## config.mk

```make
export PLATFORM = sky130hd
export DESIGN_NAME = cache_budget_admission_core
export DESIGN_NICKNAME = d
export VERILOG_FILES = /design/src/hdl/cba_pkg.sv /design/src/hdl/cache_budget_admission_core.sv /design/src/hdl/cba_alu.sv /design/src/hdl/cba_seq.sv
export VERILOG_INCLUDE_DIRS = /design/src /design/src/hdl
export SDC_FILE = /design/constraint.sdc
export NUM_CORES = 2
export LEC_CHECK = 0
export BUFFER_PORTS_ARGS = -buffer_cell sky130_fd_sc_hd__buf_2
export CORE_ASPECT_RATIO = 0.7
export CORE_MARGIN = 10
export CORE_UTILIZATION = 40
export DETAILED_ROUTE_END_ITERATION = 10
export PLACE_DENSITY = 0.58
export SLEW_MARGIN = 20
export SYNTH_ARGS = -nofsm -noshare
export SYNTH_HDL_FRONTEND = slang
export SYNTH_HIERARCHICAL = 1
export SYNTH_SLANG_ARGS = --single-unit
```

## constraint.sdc

```tcl
create_clock -name clk_i -period 15.7 [get_ports clk_i]
set_input_delay 1.57 -clock clk_i [delete_from_list [all_inputs] [get_ports clk_i]]
set_output_delay 1.57 -clock clk_i [all_outputs]
set_load 0.03 [all_outputs]
```

## src/hdl/cache_budget_admission_core_macros.svh

```systemverilog
// Assertion macros shared by the admission core.
`ifndef CACHE_BUDGET_ADMISSION_CORE_MACROS_SVH
`define CACHE_BUDGET_ADMISSION_CORE_MACROS_SVH

`ifndef SYNTHESIS

// Check in the same cycle: whenever ante holds, cons holds too.
`define CBA_ASSERT_IMP(lbl, ante, cons) \
  lbl: assert property (@(posedge clk_i) disable iff (!rst_ni) (ante) |-> (cons)) \
    else $error("admission core check failed");

// Delayed check: whenever ante holds, cons holds at the next edge.
`define CBA_ASSERT_NEXT(lbl, ante, cons) \
  lbl: assert property (@(posedge clk_i) disable iff (!rst_ni) (ante) |=> (cons)) \
    else $error("admission core check failed");

`else

`define CBA_ASSERT_IMP(lbl, ante, cons)
`define CBA_ASSERT_NEXT(lbl, ante, cons)

`endif

`endif

```

## src/hdl/cba_pkg.sv

```systemverilog
// Types and constants shared by the admission core modules.
package cba_pkg;

  localparam int FIELD_W        = 48;
  localparam int CLASSES_DEF    = 8;
  localparam int COUNT_BITS_DEF = 48;
  localparam int CFG_IDX_W      = 3;
  localparam int IN_TDATA_W     = 104;
  localparam int OUT_TDATA_W    = 152;

  typedef enum logic [1:0] {
    MODE_RESERVE = 2'd0,
    MODE_COMMIT  = 2'd1,
    MODE_CANCEL  = 2'd2,
    MODE_RELEASE = 2'd3
  } mode_e;

  typedef enum logic [2:0] {
    ST_OK        = 3'd0,
    ST_REFUSED   = 3'd1,
    ST_BAD_CLASS = 3'd2,
    ST_NO_RES    = 3'd3,
    ST_NO_OWN    = 3'd4
  } status_e;

  typedef enum logic [2:0] {
    CFG_BUDGET_TARGET = 3'd0,
    CFG_FREE_FLOOR    = 3'd1,
    CFG_SHRINK_TARGET = 3'd2,
    CFG_RESIZE_ACTIVE = 3'd3,
    CFG_POLICY_READY  = 3'd4
  } cfg_idx_e;

  typedef enum logic [4:0] {
    S_IDLE,
    S_USED,
    S_OVF,
    S_LIM,
    S_FLR1,
    S_FLR2,
    S_FLR3,
    S_REF,
    S_ADD_TP,
    S_ADD_CP,
    S_CHK_P,
    S_SUB_TP,
    S_ADD_CR,
    S_ADD_TR,
    S_CHK_R,
    S_SUB_TR,
    S_DONE
  } state_e;

  typedef enum logic [2:0] {
    OPA_TOT_RES,
    OPA_TOT_PEND,
    OPA_ACC,
    OPA_LIMIT,
    OPA_FREE,
    OPA_CLS_PEND,
    OPA_CLS_RES,
    OPA_REFUSALS
  } opa_e;

  typedef enum logic [2:0] {
    OPB_TOT_PEND,
    OPB_BYTES,
    OPB_FLOOR,
    OPB_ACC,
    OPB_ONE
  } opb_e;

  // Sequencer to datapath.
  typedef struct packed {
    logic    ready;
    opa_e    opa;
    opb_e    opb;
    logic    sub;
    logic    ld_acc;
    logic    wr_tot_pend;
    logic    wr_cls_pend;
    logic    wr_tot_res;
    logic    wr_cls_res;
    logic    wr_refusals;
    logic    deny_ovf;
    logic    deny_borrow;
    logic    st_ld;
    status_e st_code;
    logic    out_ld;
  } ctrl_t;

  // Datapath to sequencer.
  typedef struct packed {
    logic  in_valid;
    mode_e in_mode;
    logic  in_bad;
    mode_e mode;
    logic  pol;
    logic  borrow;
    logic  deny;
    logic  out_free;
  } stat_t;

endpackage

```

## src/hdl/cache_budget_admission_core.sv

```systemverilog
// Byte-budget admission core: top level with counters, config and output register.
//
// Usage: each request on the s_axis side carries one operation (reserve, commit,
// cancel or release) for one memory class and a byte count. The core answers each
// request with exactly one result on the m_axis side: a status code and the
// resident total, pending total and saturating refusal count after the operation.
// Configuration (targets, free floor, resize and policy flags) must be written through
// cfg_we_i/cfg_idx_i/cfg_data_i only while the core is idle; the core itself does
// not enforce this. Sequencing: s_tready_o stays low from acceptance until the
// request is done. A bad class goes straight to the result; the other modes run
// their checks and counter updates as steps of the sequencer, which runs every
// add, subtract and compare through one shared adder, one step per cycle. The
// result appears on m_tvalid_o in the cycle after the last step when the output
// register is free.
// Reset: all counters, the configuration and the control state clear at once;
// the core is ready in the first cycle after reset is released.
// Stall: the output register holds a finished result while m_tready_i is low; the
// core still accepts the next request, but holds its final step until the
// register is free.
`include "cache_budget_admission_core_macros.svh"

module cache_budget_admission_core #(
  parameter int CLASSES    = cba_pkg::CLASSES_DEF,
  parameter int COUNT_BITS = cba_pkg::COUNT_BITS_DEF
) (
  input  logic                            clk_i,
  input  logic                            rst_ni,
  // mode[1:0], mem_class[5:2], byte_count[53:6], is_optional[54], phys_free[102:55]
  input  logic [cba_pkg::IN_TDATA_W-1:0]  s_tdata_i,
  input  logic                            s_tvalid_i,
  output logic                            s_tready_o,
  // status[2:0], resident_total[50:3], pending_total[98:51], refusal_count[146:99]
  output logic [cba_pkg::OUT_TDATA_W-1:0] m_tdata_o,
  output logic                            m_tvalid_o,
  input  logic                            m_tready_i,
  input  logic                            cfg_we_i,
  input  logic [cba_pkg::CFG_IDX_W-1:0]   cfg_idx_i,
  input  logic [cba_pkg::FIELD_W-1:0]     cfg_data_i
);

  import cba_pkg::*;

  // Working width covers counters and 48-bit fields; two guard bits hold
  // the sum of pending total, byte count and floor without wrapping.
  localparam int WW  = (COUNT_BITS > FIELD_W) ? COUNT_BITS : FIELD_W;
  localparam int UW  = WW + 2;
  localparam int CIW = (CLASSES > 1) ? $clog2(CLASSES) : 1;

  // Configuration registers.
  logic [FIELD_W-1:0] budget_target_q;
  logic [FIELD_W-1:0] free_floor_q;
  logic [FIELD_W-1:0] shrink_target_q;
  logic               resize_active_q;
  logic               policy_ready_q;

  // Accounting state.
  logic [COUNT_BITS-1:0] cls_pend_q [CLASSES];
  logic [COUNT_BITS-1:0] cls_res_q  [CLASSES];
  logic [COUNT_BITS-1:0] tot_pend_q;
  logic [COUNT_BITS-1:0] tot_res_q;
  logic [COUNT_BITS-1:0] refusals_q;

  // Latched request.
  mode_e              mode_q;
  logic [3:0]         cls_q;
  logic [FIELD_W-1:0] bytes_q;
  logic [FIELD_W-1:0] free_q;
  logic               pol_q;

  logic [UW-1:0] acc_q;
  logic          deny_q, deny_d;
  status_e       status_q;

  logic                   out_valid_q, out_valid_d;
  logic [OUT_TDATA_W-1:0] out_data_q;

  ctrl_t ctrl;
  stat_t stat;

  logic          accept;
  logic          in_bad;
  logic [UW-1:0] op_a, op_b, alu_res;
  logic          borrow;
  logic          ovf;
  logic [CIW-1:0] cls_idx;

  assign accept  = s_tvalid_i & s_tready_o;
  assign in_bad  = (5'(s_tdata_i[5:2]) >= 5'(CLASSES));
  assign cls_idx = cls_q[CIW-1:0];

  // Configuration writes; indexes beyond the list are ignored.
  always_ff @(posedge clk_i or negedge rst_ni) begin
    if (!rst_ni) begin
      budget_target_q <= '0;
      free_floor_q    <= '0;
      shrink_target_q <= '0;
      resize_active_q <= 1'b0;
      policy_ready_q  <= 1'b0;
    end else if (cfg_we_i) begin
      unique case (cfg_idx_i)
        CFG_BUDGET_TARGET: budget_target_q <= cfg_data_i;
        CFG_FREE_FLOOR:    free_floor_q    <= cfg_data_i;
        CFG_SHRINK_TARGET: shrink_target_q <= cfg_data_i;
        CFG_RESIZE_ACTIVE: resize_active_q <= cfg_data_i[0];
        CFG_POLICY_READY:  policy_ready_q  <= cfg_data_i[0];
        default: ;
      endcase
    end
  end

  // Capture the request fields on accept.
  always_ff @(posedge clk_i) begin
    if (accept) begin
      mode_q  <= mode_e'(s_tdata_i[1:0]);
      cls_q   <= s_tdata_i[5:2];
      bytes_q <= s_tdata_i[53:6];
      pol_q   <= s_tdata_i[54] & policy_ready_q;
      free_q  <= s_tdata_i[102:55];
    end
  end

  // Operand select for the shared unit.
  always_comb begin
    unique case (ctrl.opa)
      OPA_TOT_RES:  op_a = UW'(tot_res_q);
      OPA_TOT_PEND: op_a = UW'(tot_pend_q);
      OPA_ACC:      op_a = acc_q;
      OPA_LIMIT:    op_a = resize_active_q ? UW'(shrink_target_q) : UW'(budget_target_q);
      OPA_FREE:     op_a = UW'(free_q);
      OPA_CLS_PEND: op_a = UW'(cls_pend_q[cls_idx]);
      OPA_CLS_RES:  op_a = UW'(cls_res_q[cls_idx]);
      OPA_REFUSALS: op_a = UW'(refusals_q);
      default:      op_a = acc_q;
    endcase
  end

  always_comb begin
    unique case (ctrl.opb)
      OPB_TOT_PEND: op_b = UW'(tot_pend_q);
      OPB_BYTES:    op_b = UW'(bytes_q);
      OPB_FLOOR:    op_b = UW'(free_floor_q);
      OPB_ACC:      op_b = acc_q;
      OPB_ONE:      op_b = UW'(1);
      default:      op_b = UW'(bytes_q);
    endcase
  end

  cba_alu #(
    .UW(UW)
  ) u_alu (
    .a_i     (op_a),
    .b_i     (op_b),
    .sub_i   (ctrl.sub),
    .res_o   (alu_res),
    .borrow_o(borrow)
  );

  // A sum at or above 2^COUNT_BITS does not fit a counter.
  assign ovf = |alu_res[UW-1:COUNT_BITS];

  // Refusal flag: clear on a new request, set by the overflow or borrow checks.
  always_comb begin
    if (accept) begin
      deny_d = 1'b0;
    end else begin
      deny_d = deny_q | (ctrl.deny_ovf & ovf) | (ctrl.deny_borrow & borrow);
    end
  end

  always_ff @(posedge clk_i or negedge rst_ni) begin
    if (!rst_ni) begin
      deny_q <= 1'b0;
    end else begin
      deny_q <= deny_d;
    end
  end

  always_ff @(posedge clk_i) begin
    if (ctrl.ld_acc) begin
      acc_q <= alu_res;
    end
    if (ctrl.st_ld) begin
      status_q <= ctrl.st_code;
    end
  end

  // Counter write-back from the shared unit.
  always_ff @(posedge clk_i or negedge rst_ni) begin
    if (!rst_ni) begin
      for (int i = 0; i < CLASSES; i++) begin
        cls_pend_q[i] <= '0;
        cls_res_q[i]  <= '0;
      end
      tot_pend_q <= '0;
      tot_res_q  <= '0;
      refusals_q <= '0;
    end else begin
      if (ctrl.wr_cls_pend) begin
        cls_pend_q[cls_idx] <= alu_res[COUNT_BITS-1:0];
      end
      if (ctrl.wr_cls_res) begin
        cls_res_q[cls_idx] <= alu_res[COUNT_BITS-1:0];
      end
      if (ctrl.wr_tot_pend) begin
        tot_pend_q <= alu_res[COUNT_BITS-1:0];
      end
      if (ctrl.wr_tot_res) begin
        tot_res_q <= alu_res[COUNT_BITS-1:0];
      end
      // Saturate: drop the increment once the counter is full.
      if (ctrl.wr_refusals && !ovf) begin
        refusals_q <= alu_res[COUNT_BITS-1:0];
      end
    end
  end

  // Output register: load when empty or being drained this cycle.
  always_comb begin
    if (ctrl.out_ld) begin
      out_valid_d = 1'b1;
    end else if (m_tready_i) begin
      out_valid_d = 1'b0;
    end else begin
      out_valid_d = out_valid_q;
    end
  end

  always_ff @(posedge clk_i or negedge rst_ni) begin
    if (!rst_ni) begin
      out_valid_q <= 1'b0;
    end else begin
      out_valid_q <= out_valid_d;
    end
  end

  always_ff @(posedge clk_i) begin
    if (ctrl.out_ld) begin
      out_data_q <= {5'b0,
                     FIELD_W'(refusals_q),
                     FIELD_W'(tot_pend_q),
                     FIELD_W'(tot_res_q),
                     status_q};
    end
  end

  assign m_tvalid_o = out_valid_q;
  assign m_tdata_o  = out_data_q;
  assign s_tready_o = ctrl.ready;

  // Status toward the sequencer.
  always_comb begin
    stat.in_valid = s_tvalid_i;
    stat.in_mode  = mode_e'(s_tdata_i[1:0]);
    stat.in_bad   = in_bad;
    stat.mode     = mode_q;
    stat.pol      = pol_q;
    stat.borrow   = borrow;
    stat.deny     = deny_d;
    stat.out_free = ~out_valid_q | m_tready_i;
  end

  cba_seq u_seq (
    .clk_i (clk_i),
    .rst_ni(rst_ni),
    .stat_i(stat),
    .ctrl_o(ctrl)
  );

  // A request is never accepted back to back with the one before it.
  `CBA_ASSERT_NEXT(a_busy_after_accept, accept, !s_tready_o)
  // The refusal count never goes down.
  `CBA_ASSERT_NEXT(a_refusals_monotonic, 1'b1, refusals_q >= $past(refusals_q))
  // A refused reserve never reaches the pending total.
  `CBA_ASSERT_IMP(a_deny_blocks_pending, deny_q, !ctrl.wr_tot_pend)

endmodule

```

## src/hdl/cba_alu.sv

```systemverilog
// Shared add/subtract unit with borrow flag.
module cba_alu #(
  parameter int UW = 50
) (
  input  logic [UW-1:0] a_i,
  input  logic [UW-1:0] b_i,
  input  logic          sub_i,
  output logic [UW-1:0] res_o,
  output logic          borrow_o
);

  logic [UW:0] sum;

  // One adder: subtract as a plus inverted b plus one.
  assign sum = {1'b0, a_i} + {1'b0, b_i ^ {UW{sub_i}}} + (UW+1)'(sub_i);

  assign res_o    = sum[UW-1:0];
  assign borrow_o = sub_i & ~sum[UW];

endmodule

```

## src/hdl/cba_seq.sv

```systemverilog
// Step sequencer that drives the shared unit for one request at a time.
module cba_seq (
  input  logic           clk_i,
  input  logic           rst_ni,
  input  cba_pkg::stat_t stat_i,
  output cba_pkg::ctrl_t ctrl_o
);

  import cba_pkg::*;

  state_e state_q, state_d;

  always_ff @(posedge clk_i or negedge rst_ni) begin
    if (!rst_ni) begin
      state_q <= S_IDLE;
    end else begin
      state_q <= state_d;
    end
  end

  // Next state.
  always_comb begin
    state_d = state_q;
    unique case (state_q)
      S_IDLE: begin
        if (stat_i.in_valid) begin
          if (stat_i.in_bad) begin
            state_d = S_DONE;
          end else begin
            unique case (stat_i.in_mode)
              MODE_RESERVE: state_d = S_USED;
              MODE_COMMIT,
              MODE_CANCEL:  state_d = S_CHK_P;
              MODE_RELEASE: state_d = S_CHK_R;
              default:      state_d = S_DONE;
            endcase
          end
        end
      end
      S_USED: state_d = S_OVF;
      S_OVF: begin
        if (stat_i.pol) begin
          state_d = S_LIM;
        end else begin
          state_d = stat_i.deny ? S_REF : S_ADD_TP;
        end
      end
      S_LIM:    state_d = S_FLR1;
      S_FLR1:   state_d = S_FLR2;
      S_FLR2:   state_d = S_FLR3;
      S_FLR3:   state_d = stat_i.deny ? S_REF : S_ADD_TP;
      S_REF:    state_d = S_DONE;
      S_ADD_TP: state_d = S_ADD_CP;
      S_ADD_CP: state_d = S_DONE;
      S_CHK_P:  state_d = stat_i.borrow ? S_DONE : S_SUB_TP;
      S_SUB_TP: state_d = (stat_i.mode == MODE_COMMIT) ? S_ADD_CR : S_DONE;
      S_ADD_CR: state_d = S_ADD_TR;
      S_ADD_TR: state_d = S_DONE;
      S_CHK_R:  state_d = stat_i.borrow ? S_DONE : S_SUB_TR;
      S_SUB_TR: state_d = S_DONE;
      S_DONE:   state_d = stat_i.out_free ? S_IDLE : S_DONE;
      default:  state_d = S_IDLE;
    endcase
  end

  // Outputs per step.
  always_comb begin
    ctrl_o         = '0;
    ctrl_o.opa     = OPA_ACC;
    ctrl_o.opb     = OPB_BYTES;
    ctrl_o.st_code = ST_OK;
    unique case (state_q)
      S_IDLE: begin
        ctrl_o.ready = 1'b1;
        if (stat_i.in_valid) begin
          ctrl_o.st_ld   = 1'b1;
          ctrl_o.st_code = stat_i.in_bad ? ST_BAD_CLASS : ST_OK;
        end
      end
      S_USED: begin
        ctrl_o.opa    = OPA_TOT_RES;
        ctrl_o.opb    = OPB_TOT_PEND;
        ctrl_o.ld_acc = 1'b1;
      end
      S_OVF: begin
        ctrl_o.ld_acc   = 1'b1;
        ctrl_o.deny_ovf = 1'b1;
      end
      S_LIM: begin
        ctrl_o.opa         = OPA_LIMIT;
        ctrl_o.opb         = OPB_ACC;
        ctrl_o.sub         = 1'b1;
        ctrl_o.deny_borrow = 1'b1;
      end
      S_FLR1: begin
        ctrl_o.opa    = OPA_TOT_PEND;
        ctrl_o.ld_acc = 1'b1;
      end
      S_FLR2: begin
        ctrl_o.opb    = OPB_FLOOR;
        ctrl_o.ld_acc = 1'b1;
      end
      S_FLR3: begin
        ctrl_o.opa         = OPA_FREE;
        ctrl_o.opb         = OPB_ACC;
        ctrl_o.sub         = 1'b1;
        ctrl_o.deny_borrow = 1'b1;
      end
      S_REF: begin
        ctrl_o.opa         = OPA_REFUSALS;
        ctrl_o.opb         = OPB_ONE;
        ctrl_o.wr_refusals = 1'b1;
        ctrl_o.st_ld       = 1'b1;
        ctrl_o.st_code     = ST_REFUSED;
      end
      S_ADD_TP: begin
        ctrl_o.opa         = OPA_TOT_PEND;
        ctrl_o.wr_tot_pend = 1'b1;
      end
      S_ADD_CP: begin
        ctrl_o.opa         = OPA_CLS_PEND;
        ctrl_o.wr_cls_pend = 1'b1;
      end
      S_CHK_P: begin
        ctrl_o.opa         = OPA_CLS_PEND;
        ctrl_o.sub         = 1'b1;
        ctrl_o.wr_cls_pend = ~stat_i.borrow;
        ctrl_o.st_ld       = stat_i.borrow;
        ctrl_o.st_code     = ST_NO_RES;
      end
      S_SUB_TP: begin
        ctrl_o.opa         = OPA_TOT_PEND;
        ctrl_o.sub         = 1'b1;
        ctrl_o.wr_tot_pend = 1'b1;
      end
      S_ADD_CR: begin
        ctrl_o.opa        = OPA_CLS_RES;
        ctrl_o.wr_cls_res = 1'b1;
      end
      S_ADD_TR: begin
        ctrl_o.opa        = OPA_TOT_RES;
        ctrl_o.wr_tot_res = 1'b1;
      end
      S_CHK_R: begin
        ctrl_o.opa        = OPA_CLS_RES;
        ctrl_o.sub        = 1'b1;
        ctrl_o.wr_cls_res = ~stat_i.borrow;
        ctrl_o.st_ld      = stat_i.borrow;
        ctrl_o.st_code    = ST_NO_OWN;
      end
      S_SUB_TR: begin
        ctrl_o.opa        = OPA_TOT_RES;
        ctrl_o.sub        = 1'b1;
        ctrl_o.wr_tot_res = 1'b1;
      end
      S_DONE: begin
        ctrl_o.out_ld = stat_i.out_free;
      end
      default: begin
        ctrl_o.ready = 1'b0;
      end
    endcase
  end

endmodule
```

==> results.py <==
metrics = {
    "run_status": {
        "run_status": "complete, no violations",
    },
    "sta": {
        "maxSlewViolCount": 0,
        "fin_worst_skew_ns": 0.0209,
        "finalSetupTns_ns": 0,
        "setup_violations": 0,
        "achievable-frequency_ghz": 0.0978,
        "period_needed_ns": 10.23,
        "hold_ws_ns": 0.414,
        "timing_worst_slew_pin_value_ns": 1.17,
        "worst_slew_margin_rel_pct": 21.7,
        "grt_setup_unrepaired": "false",
        "layout_worst_path_cycle_share_pct": 65.2,
        "hold_viol": 0,
    },
    "place": {
        "globalplace.congestion": 0.936,
        "portBuffers": 307,
        "place_hpwl_um": 123000,
    },
    "floorplanning": {
        "die_footprint_mm2": 0.175,
        "die-width_um": 496,
        "die_height_um": 353,
        "boundaryPins": 314,
        "coreArea_mm2": 0.158,
        "row_count": 122,
        "initial_core_util_pct": 40.2,
    },
    "setup_path": {
        "critical_path.max_stage_delay_ns": 0.92,
        "cp_data_required_time_ns": 16.33,
        "critPathMaxFanout": 30,
        "cpMostUsedCell": "sky130_fd_sc_hd__buf_4",
        "cp_data_arrival_time_ns": 10.86,
        "slowest_stage": "sky130_fd_sc_hd__dfrtp_1",
        "timing.setup.critical_path_class": "flop to flop",
        "timing.critical_path.to_type": "flop",
        "critical_path.n_buffers_inverters": 8,
        "start_kind": "flop",
        "crit_cells": 28,
        "reg2regPathDepth": 28,
        "worst_path_dominant_cell_family": "compound AO/OA/AOI/OAI gates",
    },
    "clock_network": {
        "cts_root_buf": "sky130_fd_sc_hd__clkbuf_16",
        "cts_post_setup_buffers_inserted": 0,
        "tritoncts_num_sinks": 1367,
        "clkTransAtPathRegs_ns": 0.07,
        "tritoncts.num_buffers": 130,
        "ctsLongestPathBuffers": 3,
        "clock_tree_from_tritoncts": "yes",
        "holdBufCountCts": 0,
        "clkLatencyLatePin_ns": 0.75,
        "cts.htree.levels": 4,
        "post_cts.resized_instances": 0,
    },
    "logic_synthesis": {
        "synthesis.area_per_instance_um2": 13.6,
        "synth-seq-cells": 1367,
        "post-synth-top-area-cell": "sky130_fd_sc_hd__dfrtp_1",
        "yosys.area.top_type_share_pct": 42.0,
        "most_common_library_cells_after_synthesis": "1065 x sky130_fd_sc_hd__dfrtp_1, 1018 x sky130_fd_sc_hd__mux2_2, 302 x sky130_fd_sc_hd__edfxtp_1, 217 x sky130_fd_sc_hd__mux2i_1, 195 x sky130_fd_sc_hd__a21oi_1",
        "postSynth.topFlopCell": "sky130_fd_sc_hd__dfrtp_1",
        "cell_area_after_technology_mapping_mm2": 0.0635,
        "yosysMostFrequentCell": "sky130_fd_sc_hd__dfrtp_1",
        "synthDistinctLibCells": 84,
        "synthArstFlopShare_pct": 77.9,
        "synth-edff-count": 302,
        "synthTopCellsByArea": "sky130_fd_sc_hd__dfrtp_1 42%, sky130_fd_sc_hd__mux2_2 18%, sky130_fd_sc_hd__edfxtp_1 14%",
        "yosysSeqAreaShare_pct": 56.3,
        "synthCells": 4682,
        "synthesis.yosys.warnings": 6,
    },
    "cells_and_area": {
        "syn_to_layout_area_delta_pct": 12.4,
        "fraction_of_layout_instances_using_a_drive_strength_above_1_pct": 36.6,
        "nets": 5026,
    },
    "detailed_routing": {
        "wl_per_cell_um": 27.9,
        "detail_route.drc_violations": 0,
        "detail_route.iter0.violations": 3831,
        "route.detailed.vias_per_inst": 5.88,
        "dr_total_vias": 41300,
        "ant_nets": 0,
        "drt_first_pass_iters": 7,
        "routed_wl_um": 196000,
    },
    "global_route": {
        "grt.total_usage_pct": 21.8,
        "grt_overflow": 0,
        "maximum_number_of_pins_on_one_net_before_global_route_repair": 178,
        "antenna_found_initial": 5,
        "first_pass_grt_wire_length_um": 289000,
        "first_global_vias": 41700,
    },
    "run": {
        "cap_viol_max_count": 0,
    },
    "hold_path": {
        "worstHoldPathType": "flop to flop",
        "hold_path_stages": 0,
    },
}
-- layout by cell type (no fill, tap or decap), types with 6 or more instances in the layout --
| cell type | n |
|---|---|
| sky130_fd_sc_hd__xnor2_1 | 14 |
| sky130_fd_sc_hd__a22oi_1 | 149 |
| sky130_fd_sc_hd__clkbuf_8 | 29 |
| sky130_fd_sc_hd__mux2_1 | 93 |
| sky130_fd_sc_hd__a31oi_1 | 10 |
| sky130_fd_sc_hd__o211ai_1 | 66 |
| sky130_fd_sc_hd__nand2b_1 | 21 |
| sky130_fd_sc_hd__dfrtp_1 | 1064 |
| sky130_fd_sc_hd__mux4_2 | 57 |
| sky130_fd_sc_hd__ha_1 | 54 |
| sky130_fd_sc_hd__xnor2_2 | 10 |
| sky130_fd_sc_hd__o21bai_1 | 7 |
| sky130_fd_sc_hd__a21oi_1 | 193 |
| sky130_fd_sc_hd__nand4_1 | 17 |
| sky130_fd_sc_hd__o21ai_0 | 155 |
| sky130_fd_sc_hd__a21o_1 | 45 |
| sky130_fd_sc_hd__edfxtp_1 | 302 |
| sky130_fd_sc_hd__nor2_4 | 11 |
| sky130_fd_sc_hd__clkinv_2 | 19 |
| sky130_fd_sc_hd__nand3_1 | 72 |
| sky130_fd_sc_hd__bufinv_16 | 8 |
| sky130_fd_sc_hd__inv_1 | 17 |
| sky130_fd_sc_hd__nor2b_1 | 7 |
| sky130_fd_sc_hd__nor3_1 | 16 |
| sky130_fd_sc_hd__xor2_1 | 69 |
| sky130_fd_sc_hd__a221oi_1 | 146 |
| sky130_fd_sc_hd__nor2_1 | 131 |
| sky130_fd_sc_hd__nor2b_4 | 8 |
| sky130_fd_sc_hd__buf_2 | 306 |
| sky130_fd_sc_hd__clkbuf_16 | 137 |
| sky130_fd_sc_hd__clkbuf_1 | 30 |
| sky130_fd_sc_hd__buf_12 | 6 |
| sky130_fd_sc_hd__and2_1 | 6 |
| sky130_fd_sc_hd__and3_1 | 7 |
| sky130_fd_sc_hd__o22ai_1 | 13 |
| sky130_fd_sc_hd__mux2i_1 | 217 |
| sky130_fd_sc_hd__nand3_4 | 6 |
| sky130_fd_sc_hd__buf_4 | 117 |
| sky130_fd_sc_hd__mux2_2 | 1018 |
| sky130_fd_sc_hd__nand2_1 | 116 |
-- metrics by stage --
step / worst slack [ns] / area [um^2] / util (%) / cells
2_1_floorplan: 7.18 / 63500 / - / 4686
3_5_place_dp: 5.99 / 67000 / 42.4 / 6786
6_report: 5.47 / 71400 / 45.2 / 7026
4_1_cts: 5.96 / 71400 / 45.2 / 7023
5_1_grt: 5.09 / 71400 / 45.2 / 7026
3_3_place_gp: 5.66 / 67000 / 42.4 / 6785
-- sequential cells by signal, indices dropped and copies added, names as in the netlist, 2 cells and up --
signal           flops
m_tdata_o          147
bytes_q             48
cls_pend_q         384
tot_pend_q          48
cls_q                3
free_floor_q        48
cls_res_q          384
acc_q               50
mode_q               2
tot_res_q           48
status_q             3
budget_target_q     48
refusals_q          48
u_seq/state_q        5
shrink_target_q     48
free_q              48
-- cell families after synthesis --
group | count (synthesis) | synth area share [%]
compound gates | 852 | 9.21
simple gates | 470 | 3.55
other cells | 1 | 0.00591
xor+xnor | 96 | 1.32
flops | 1367 | 56.3
buf+inv | 456 | 3.42
mux | 1385 | 25.1
fa+ha+maj | 55 | 1.10
-- worst paths after layout --
kind	from	end	slack, ns
min in group asynchronous	rst_ni	cls_pend_q[366]	0.81
max in group asynchronous	rst_ni	free_floor_q[20]	11.15
min	status_q[0]	m_tdata_o[0]	0.41
max	u_seq/state_q[0]	cls_res_q[277]	5.47
min reg2reg	status_q[0]	m_tdata_o[0]	0.41
max reg2reg	u_seq/state_q[0]	cls_res_q[277]	5.47
-- cell type report --
class                      instances  area [um^2]
inverter                          19         72.6
timing repair buffer             430         2540
clock inverter                    41          442
sequential                      1367        35700
antenna                            2         5.00
clock buffer                     196         3940
tap                             2108         2640
multi-input combinational       2863        26000
fill                           14200        86500
-- worst reg2reg max path, delay by kind of cell (launching register included) --
family,cells,cell delay (ns)
compound gates,11,3.43
fa+ha+maj,1,0.24
buf+inv,8,3.17
flops,1,0.92
mux,2,0.60
simple gates,6,1.77
-- per-layer routing --
layer,part of all wire (%),track usage [%],up-vias
li1,-,-,17800
met1,45,31.2,21900
met2,46,33.9,1358
met3,6.1,3.68,280
met4,2.7,6.60,0
met5,0,0,-
Power is left out: the tool's default activity adds up to more than one toggle a clock period on the data nets, which glitch-free logic cannot reach.
